File: src/rtl/ffsa_ram.sv
// Generic single-write, single-read RAM with registered read data.
module ffsa_ram #(
  parameter int unsigned Width = 8,
  parameter int unsigned Depth = 16
) (
  input  logic                     clk_i,
  input  logic                     we_i,
  input  logic [$clog2(Depth)-1:0] waddr_i,
  input  logic [Width-1:0]         wdata_i,
  input  logic                     re_i,
  input  logic [$clog2(Depth)-1:0] raddr_i,
  output logic [Width-1:0]         rdata_o
);

  logic [Width-1:0] mem [Depth];
  logic [Width-1:0] rdata_q;

  always_ff @(posedge clk_i) begin
    if (we_i) begin
      mem[waddr_i] <= wdata_i;
    end
    if (re_i) begin
      rdata_q <= mem[raddr_i];
    end
  end

  assign rdata_o = rdata_q;

endmodule

File: config.mk
export PLATFORM = sky130hd
export DESIGN_NAME = ffsa_ram
export DESIGN_NICKNAME = d
export VERILOG_FILES = /design/src/rtl/ffsa_ram.sv
export SDC_FILE = /design/constraint.sdc
export NUM_CORES = 1
export LEC_CHECK = 0
export BUFFER_PORTS_ARGS = -buffer_cell sky130_fd_sc_hd__buf_2
export CAP_MARGIN = 10
export CELL_PAD_IN_SITES_DETAIL_PLACEMENT = 0
export CELL_PAD_IN_SITES_GLOBAL_PLACEMENT = 1
export CORE_UTILIZATION = 48
export CTS_CLUSTER_DIAMETER = 60
export DETAILED_ROUTE_END_ITERATION = 10
export MAX_ROUTING_LAYER = met4
export PLACE_DENSITY_LB_ADDON = 0.1
export SLEW_MARGIN = 10
export SYNTH_ARGS = -nofsm -noshare
export SYNTH_HDL_FRONTEND = slang
export SYNTH_SLANG_ARGS = --single-unit
File: constraint.sdc
create_clock -name clk_i -period 2.3 [get_ports clk_i]
set_input_delay 0.46 -clock clk_i [delete_from_list [all_inputs] [get_ports clk_i]]
set_output_delay 0.46 -clock clk_i [all_outputs]
set_load 0.05 [all_outputs]
==> qor.txt, run 1 <==
worst vdd ir - 0.399 mV
Syn Area/Cell - 22.8 µm²
Sequential cell area - 4080 µm²
H-tree depth - 4
achievable clock frequency - 620 MHz
CTS Buffer Depth - 2
Final Hold Slack - 313 ps
WL/cell - 23.5 µm
max_slew headroom - 0.588
Die H - 106 µm
die area - 11300 µm²
Residual DRC - 0
Initial Util - 0.500
RSZ-0062 raised after global routing - no
most frequent cells in the layout - 136 x edfxtp_1, 26 x buf_2, 18 x mux4_2
Power Total - 5.33 mW
Worst R2R Start - mem[5][0]
I/O pins - 27
FILL cells - 815
metal2 WL - 4.90 mm
Hold Path Class - in -> reg
final WL - 10.2 mm
Gate Count Post-Synth - 229
Worst Hold Depth - 1
Cell Pwr Density - 871 nW/µm²
n_diodes - 0
Detail Route Antenna Nets - 0
Worst-Margin Slew - 616 ps
Critical Path RT - 2560 ps
critical setup path kind - reg -> reg
setup TNS - 0 ps
Syn Nets - 248
LEAKAGE - 2.06 nW
# resized after CTS - 0
first-pass GRT wire length - 15.4 mm
Final period util - 0.702
Hold Violations, Final - 0
core area - 10500 µm²
via count - 2441
max-slew violations - 0
post-synthesis sequential element count - 136
reg-to-reg endpoint - rdata_o[0]
most common cell after layout, fill and taps aside - edfxtp_1
DR WL met3 - 392 µm
First-pass DRT Iterations - 4
via/cell ratio - 5.65
Port-buffer cells - 26
Syn Std Cell Area - 5230 µm²
GR Overflow Total - 0
initial antenna violation count - 0
RD Place Congestion - 0.706
Root Driver - clkbuf_8
post-layout util - 0.584
Final Skew - 7.09 ps
Critical Path Source Type - flop
area of the multi-input gates - 1060 µm²
r2r setup slk - 690 ps
Hold Path End - rdata_o[1]
CTS Buf Count - 17
Rows - 37
hold buffer count at cts - 0
worst reg2reg path depth - 3
max-cap violations - 0
Critical Path AT - 1870 ps
GR Util All Layers - 0.207
Setup crit end kind - flop
share of layout cells above drive strength 1 - 0.301
Clk pin slew, worst setup/hold paths - 60 ps
DIE WIDTH - 106 µm
outcome - finished clean
DR iter-0 viols - 123
pin count of the biggest net entering global routing - 33
CTS sink count - 136
Layout area overhead - 16.9%
final-report setup violation count - 0
hold_sp - re_i
Period minus WS final - 1610 ps
vias in the first global route - 2532
Ys Warns - 0
met1 wire length - 4.67 mm
Top Metal Used - met4
sequential area share after synthesis - 0.781
CTS tree - yes
latest clock arrival within the worst-skew pair - 520 ps
DP HPWL - 6.31 mm
postcts setup bufs - 0
Final Net Count - 303
Max FO, Critical Path - 1
Synth cell types - 18
-- critical path, cell delays in order, from the launching register on --
cell and delay (ps):
edfxtp_1 350, mux4_1 570, a22oi_1 330, nand2_1 110
-- cell usage after synthesis --
cell type        count  area [µm²]
buf_2                3        15.0
nor2_1              13        48.8
edfxtp_1           136        4080
a22oi_1             16         120
mux4_1              14         368
buf_6                3        33.8
clkdlybuf4s25_2      3        30.0
mux4_2              18         405
and2b_1              1        7.51
and2_1               1        6.26
nand2_1              9        33.8
or3b_2               1        8.76
buf_4                1        7.51
nor3_1               4        20.0
nand3_1              1        5.00
nand2b_1             2        12.5
nand3b_1             2        15.0
nor2b_1              1        6.26
-- per-stage QoR --
step                      instance area, µm²  std cells  worst slack [ps]
after floorplan                         5230        229               347
after global placement                  5630        401               191
after detailed placement                5630        401               154
after CTS                               6110        432               666
after global routing                    6110        432               670
final                                   6110        432               686
-- worst max-delay path by stage --
stage | startpoint | end | slack (ps) | cells after the start
2_1_floorplan | waddr_i[2] | mem[0][0] | 350 | 2
5_1_grt | rdata_o[0] | rdata_o[0] | 670 | 1
4_1_cts | rdata_o[0] | rdata_o[0] | 670 | 1
3_5_place_dp | raddr_i[0] | rdata_o[0] | 150 | 5
3_3_place_gp | raddr_i[0] | rdata_o[0] | 190 | 5
6_report | mem[5][0] | rdata_o[0] | 690 | 3
-- sequential cells by signal (all words and copies together) (netlist names) --
name     count
rdata_o      8
mem        128
-- per-layer routing --
metal / global-route usage / vias to the layer above
met5: - / -
li1: - / 1093
met3: 0.0484 / 14
met4: 0.0873 / 0
met1: 0.272 / 1273
met2: 0.311 / 61
-- cell families after synthesis --
logic type / synth area share
AOI/OAI and AO/OA: 0.0230
buffers and inverters: 0.0165
DFF: 0.781
muxes: 0.148
and+or+nand+nor: 0.0314
-- where the power goes --
group          total [mW]  switching, mW  internal, mW
Clock                2.21          0.932          1.28
Sequential           2.81         0.0124          2.79
Combinational       0.309          0.195         0.113
Total                5.33           1.14          4.19
-- area by class of cell --
cell class	instances	share of cell area
Multi-Input combinational cell	83	0.173
Tap cell	136	0.0278
Clock inverter	13	0.0106
Sequential cell	136	0.668
Clock buffer	18	0.0684
Timing Repair Buffer	46	0.0520
Note: power is estimated with default switching activity, not from simulation.
==> run 2: changes to the inputs <==
clock period = 1.4 ns   (was 2.3 ns; I/O delays follow)
==> run 2 against run 1 <==
  * The run now ends with negative setup slack left
  * Clock skew grew 0.86 ps
  * Sequential share of layout area shrank 3.3 points
  * Combinational power grew 83%
  * Count of clock-buffer cells in the layout shrank 1
  * Worst setup slack lost 700 ps
  * Die area is the same
  * Flip-flop and latch count is the same
  * Via count grew 0.49%
  * Register-to-register slack lost 690 ps
  * Critical path depth shrank 2
  * Total power grew 83%
  * Global-route usage shrank 0.38 points
  * Largest cell class unchanged
  * Largest power group unchanged
==> qor.txt, run 2 (synthesis results as in run 1) <==
most common cell after layout, fill and taps aside - edfxtp_1
r2r setup slk - 0 ps (-690 ps)
n_diodes - 0 (unchanged)
Residual DRC - 0 (unchanged)
sw frac - 0.205 (-0.00847)
H-tree depth - 4 (unchanged)
delay-heaviest family, CP - flip-flops
routing usage on met3 - 0.0662 (+0.0178)
DP Area - 5720 µm² (+1.6%)
Final WS setup - -12.8 ps (-699 ps)
max-slew violations - 0 (unchanged)
Root Driver - clkbuf_8
Layout area overhead - 22.9%
RD Place Congestion - 0.723 (+2.4%)
placed cell count - 409 (+2.0%)
hold_sp - wdata_i[2]
worst vdd ir - 1.04 mV (+160%)
Initial Util - 0.500 (unchanged)
CP peak stage delay - 440 ps (-130 ps)
via count - 2453 (+0.49%)
vias in the first global route - 2470 (-2.4%)
met2 usage - 0.295 (-0.0167)
Final Net Count - 311 (+2.6%)
Final Hold Slack - 145 ps (-167 ps)
gr busiest metal - met2
Rows - 37 (unchanged)
CP Cell Sequence - buf_6
DP HPWL - 6.52 mm (+3.3%)
Critical Path RT - 1120 ps (-1440 ps)
pin count of the biggest net entering global routing - 23 (-30%)
internal power - 7.72 mW (+84%)
Flop pwr share - 0.475 (-0.052)
most frequent cells in the layout - 136 x edfxtp_1, 31 x mux4_2, 23 x buf_4
latest clock arrival within the worst-skew pair - 510 ps (about the same)
final-report setup violation count - 5 (+5)
via/cell ratio - 5.56 (-1.6%)
WL/cell - 22.6 µm (-3.9%)
worst reg2reg path depth - 3 (unchanged)
Die H - 106 µm (unchanged)
post-layout util - 0.614 (+0.0300)
share of layout cells above drive strength 1 - 0.439 (+0.139)
Max FO, Critical Path - 1 (unchanged)
Worst Path Buf+Inv - 1 (+1)
Final Non-Filler Cells - 441 (+2.1%)
hold buffer count at cts - 0 (unchanged)
CTS tree - yes
outcome - complete, but fails checks
Slowest cell on crit path - edfxtp_1
fin area - 6430 µm² (+5.1%)
die area - 11300 µm² (unchanged)
core area - 10500 µm² (unchanged)
Cell Pwr Density - 1510 nW/µm² (+74%)
Port-buffer cells - 26 (unchanged)
combinational power share - 0.058 (about the same)
Setup WS pre-CTS - -418 ps (-572 ps)
Final period util - 1.01
Final Skew - 7.95 ps (+0.857 ps)
net switching power - 2.00 mW (+75%)
Setup crit end kind - output pin
reg-to-reg endpoint - rdata_o[4]
CTS sink count - 136 (unchanged)
clock power share - 0.467 (+0.052)
Hold Violations, Final - 0 (unchanged)
initial antenna violation count - 0 (unchanged)
CTS Buf Count - 17 (unchanged)
Worst R2R Start - mem[3][4]
I/O pins - 27 (unchanged)
met1 Track Usage GR - 0.275 (+0.00264)
Critical Path AT - 1130 ps (-740 ps)
Critical Path Source Type - flop
Detail Route Antenna Nets - 0 (unchanged)
Worst Hold Depth - 1 (unchanged)
max FFs per register - 128 (unchanged)
DIE WIDTH - 106 µm (unchanged)
achievable clock frequency - 708 MHz
Clk pin slew, worst setup/hold paths - 60 ps (about the same)
Top reg by flops - mem
Period minus WS final - 1410 ps
CTS Buffer Depth - 2 (unchanged)
First-pass DRT Iterations - 4 (unchanged)
RSZ-0062 raised after global routing - yes
max-cap violations - 0 (unchanged)
DR iter-0 viols - 174 (+41%)
GR Overflow Total - 0 (unchanged)
Power Total - 9.72 mW (+83%)
Worst-Margin Slew - 986 ps (+370 ps)
failing checks - negative setup slack
GR Util All Layers - 0.203 (-0.00383)
final WL - 9.97 mm (-1.9%)
setup TNS - -37.2 ps (-37.2 ps)
Hold Path End - mem[10][2]
critical setup path kind - reg -> out
LEAKAGE - 2.14 nW (+4.0%)
Hold Path Class - in -> reg
postcts setup bufs - 0 (unchanged)
first-pass GRT wire length - 14.9 mm (-2.7%)
max_slew headroom - 0.340 (-0.248)
run 2: changes by cell type in the layout (fill, tap and decap cells not counted), sizes merged:
cell      before  now
clkbuf        18   17
clkinv        10    7
bufinv         0    4
buf           46   54
clkinvlp       3    2
inv            0    2
run 2: final cells by class:
cell class	instances	area, µm²
sequential	136	4080
fill	759	4040
multi-input combinational	83	1090
timing repair buffer	54	462
clock buffer	17	414
clock inverter	15	201
tap	136	170
run 2: power groups by stage:
stage          Sequential [mW]  Combinational, mW  Clock [mW]
2_1_floorplan             4.76              0.254           0
3_3_place_gp              4.70              0.517           0
3_5_place_dp              4.70              0.528           0
4_1_cts                   4.62              0.560        4.59
5_1_grt                   4.63              0.603        4.77
6_report                  4.62              0.565        4.54
run 2: worst max path at each step:
stage | from | to | depth (start not counted)
finish | rdata_o[3] | rdata_o[3] | 1
global route | rdata_o[4] | rdata_o[4] | 1
CTS | rdata_o[6] | rdata_o[6] | 1
detailed placement | raddr_i[0] | rdata_o[2] | 5
global placement | raddr_i[0] | rdata_o[3] | 5
floorplan | raddr_i[0] | rdata_o[2] | 5
run 2: what timing repair did:
item / 4_1_cts / 5_1_grt
setup endpoints to repair: 13 / 16
pin swaps: 1 / 5
resized for setup: 20 / 11
run 2: metal layers:
| metal | up-vias | share of wire |
|---|---|---|
| li1 | 1099 | - |
| met1 | 1263 | 0.46 |
| met2 | 83 | 0.49 |
| met3 | 8 | 0.047 |
| met4 | 0 | 0.0075 |
| met5 | - | 0 |
==> run 3: changes to the inputs <==
MAX_ROUTING_LAYER = not set   (was met4)
PLACE_DENSITY_LB_ADDON = 0.2   (was 0.1)
==> run 3 against run 2 <==
  * The flow still finishes with violations (negative setup slack)
  * Flip-flop and latch count stayed put
  * Non-clock buffer count unchanged
  * Routed wire length shrank 2.8%
  * Combinational power about the same
  * First-iteration DRC count is 16% lower
  * Worst setup slack lost 9.9 ps
  * Via count is 0.29% lower
  * Sequential share of layout area is 0.062 points higher
  * Count of clock-buffer cells in the layout grew 1
  * Global-route usage is 0.59 points lower
  * Sequential power hardly changed
  * Hold slack got worse by 23 ps
==> qor.txt, run 3 (synthesis results as in run 1) <==
vias in the first global route - 2519 (+2.0%)
max-slew violations - 0 (unchanged)
latest clock arrival within the worst-skew pair - 530 ps (+20 ps)
Final Net Count - 311 (unchanged)
fin area - 6420 µm² (about the same)
Period minus WS final - 1420 ps (+9.92 ps)
max FFs per register - 128 (unchanged)
first-pass GRT wire length - 15.0 mm (+0.60%)
I/O pins - 27 (unchanged)
DIE WIDTH - 106 µm (unchanged)
combinational power share - 0.061 (+0.003)
share of layout cells above drive strength 1 - 0.433 (-0.00656)
CTS tree - yes
Slowest cell on crit path - edfxtp_1
Final Skew - 4.60 ps (-3.35 ps)
most common cell after layout, fill and taps aside - edfxtp_1
Die H - 106 µm (unchanged)
n_diodes - 0 (unchanged)
Detail Route Antenna Nets - 0 (unchanged)
Flop pwr share - 0.492 (+0.017)
WL/cell - 22.0 µm (-2.8%)
delay-heaviest family, CP - flip-flops
FILL cells - 769 (+1.3%)
critical setup path kind - reg -> out
clock power share - 0.448 (-0.019)
Final period util - 1.02 (+0.00708)
net switching power - 2.01 mW (+0.66%)
CP peak stage delay - 430 ps (about the same)
Layout area overhead - 22.8% (about the same)
Final Hold Slack - 122 ps (-23.5 ps)
First-pass DRT Iterations - 4 (unchanged)
Hold Violations, Final - 0 (unchanged)
GR Overflow Total - 0 (unchanged)
final-report setup violation count - 2 (-3)
Port-buffer cells - 26 (unchanged)
die area - 11300 µm² (unchanged)
Root Driver - clkbuf_8
RD Place Congestion - 0.754 (+4.3%)
Residual DRC - 0 (unchanged)
Hold Path Class - in -> reg
core area - 10500 µm² (unchanged)
DP HPWL - 6.33 mm (-2.8%)
Final WS setup - -22.7 ps (-9.92 ps)
Top reg by flops - mem
CP Cell Sequence - buf_6
achievable clock frequency - 703 MHz (-0.70%)
Setup crit end kind - output pin
sw frac - 0.214 (+0.00880)
Max FO, Critical Path - 1 (unchanged)
worst vdd ir - 0.692 mV (-33%)
final WL - 9.68 mm (-2.8%)
Clk pin slew, worst setup/hold paths - 60 ps (about the same)
Critical Path AT - 1140 ps (about the same)
Critical Path Source Type - flop
DP Area - 5760 µm² (+0.66%)
via/cell ratio - 5.55 (-0.29%)
DR iter-0 viols - 147 (-16%)
postcts setup bufs - 0 (unchanged)
CTS Buf Count - 17 (unchanged)
most frequent cells in the layout - 136 x edfxtp_1, 30 x mux4_2, 20 x buf_4
Worst Path Buf+Inv - 1 (unchanged)
max-cap violations - 0 (unchanged)
RSZ-0062 raised after global routing - yes
CTS Buffer Depth - 2 (unchanged)
Critical Path RT - 1120 ps (about the same)
LEAKAGE - 2.13 nW (-0.71%)
CTS sink count - 136 (unchanged)
H-tree depth - 4 (unchanged)
Rows - 37 (unchanged)
max_slew headroom - 0.401 (+0.0603)
failing checks - negative setup slack
internal power - 7.37 mW (-4.5%)
Worst-Margin Slew - 896 ps (-90.2 ps)
hold buffer count at cts - 0 (unchanged)
via count - 2446 (-0.29%)
outcome - complete, but fails checks
GR Util All Layers - 0.197 (-0.00593)
pin count of the biggest net entering global routing - 18 (-22%)
Initial Util - 0.500 (unchanged)
initial antenna violation count - 0 (unchanged)
Cell Pwr Density - 1460 nW/µm² (-3.4%)
[run 3: changes by cell type in the layout (fill, tap and decap cells not counted), sizes merged]
cell / previous run / this run
bufinv: 4 / 2
clkbuf: 17 / 18
clkinv: 7 / 4
clkinvlp: 2 / 5
inv: 2 / 3
[run 3: path summary, 6_finish.rpt]
check / slack (ps) / cells past startpoint / to / start
worst max-delay path: -20 / 1 / rdata_o[6] / rdata_o[6]
worst max register to register: 0 / 3 / rdata_o[4] / mem[3][4]
worst min register to register: 740 / 3 / rdata_o[0] / mem[4][0]
worst min-delay path: 120 / 1 / rdata_o[2] / re_i
[run 3: what timing repair did]
item,4_1_cts,5_1_grt
gates resized for setup,21,7
setup endpoints to repair,16,12
pin swaps,0,5
[run 3: metal layers]
metal / global-route usage / part of all wire / wire length, µm / up-vias
met2: 0.291 / 0.49 / 4730 / 81
li1: - / - / - / 1100
met4: 0.0744 / 0.011 / 108 / 0
met3: 0.0595 / 0.060 / 581 / 9
met5: 0 / 0 / 0 / -
met1: 0.277 / 0.44 / 4270 / 1256
[run 3: power groups by stage]
stage | clock, mW | combinational, mW | sequential, mW
detailed placement | 0 | 0.533 | 4.70
global placement | 0 | 0.530 | 4.69
finish | 4.20 | 0.568 | 4.62
floorplan | 0 | 0.254 | 4.76
CTS | 4.27 | 0.568 | 4.62
global route | 4.44 | 0.611 | 4.62
[run 3: per-stage QoR]
step / instances / TNS (ps) / setup slack, ps / total power, mW / utilization
3_3_place_gp: 409 / -4310 / -483 / 5.22 / 0.550
3_5_place_dp: 409 / -5170 / -484 / 5.23 / 0.550
4_1_cts: 441 / -102 / -51.8 / 9.45 / 0.611
5_1_grt: 441 / -279 / -61.1 / 9.67 / 0.614
6_report: 441 / -26.3 / -22.7 / 9.38 / 0.614
2_1_floorplan: 229 / -677 / -99.0 / 5.02 / -
[run 3: final cells by class]
class / instances / area [µm²] / area share
Clock buffer: 18 / 418 / 0.0651
Timing Repair Buffer: 54 / 499 / 0.0778
Sequential cell: 136 / 4080 / 0.636
Multi-Input combinational cell: 83 / 1100 / 0.171
Tap cell: 136 / 170 / 0.0265
Clock inverter: 14 / 150 / 0.0234
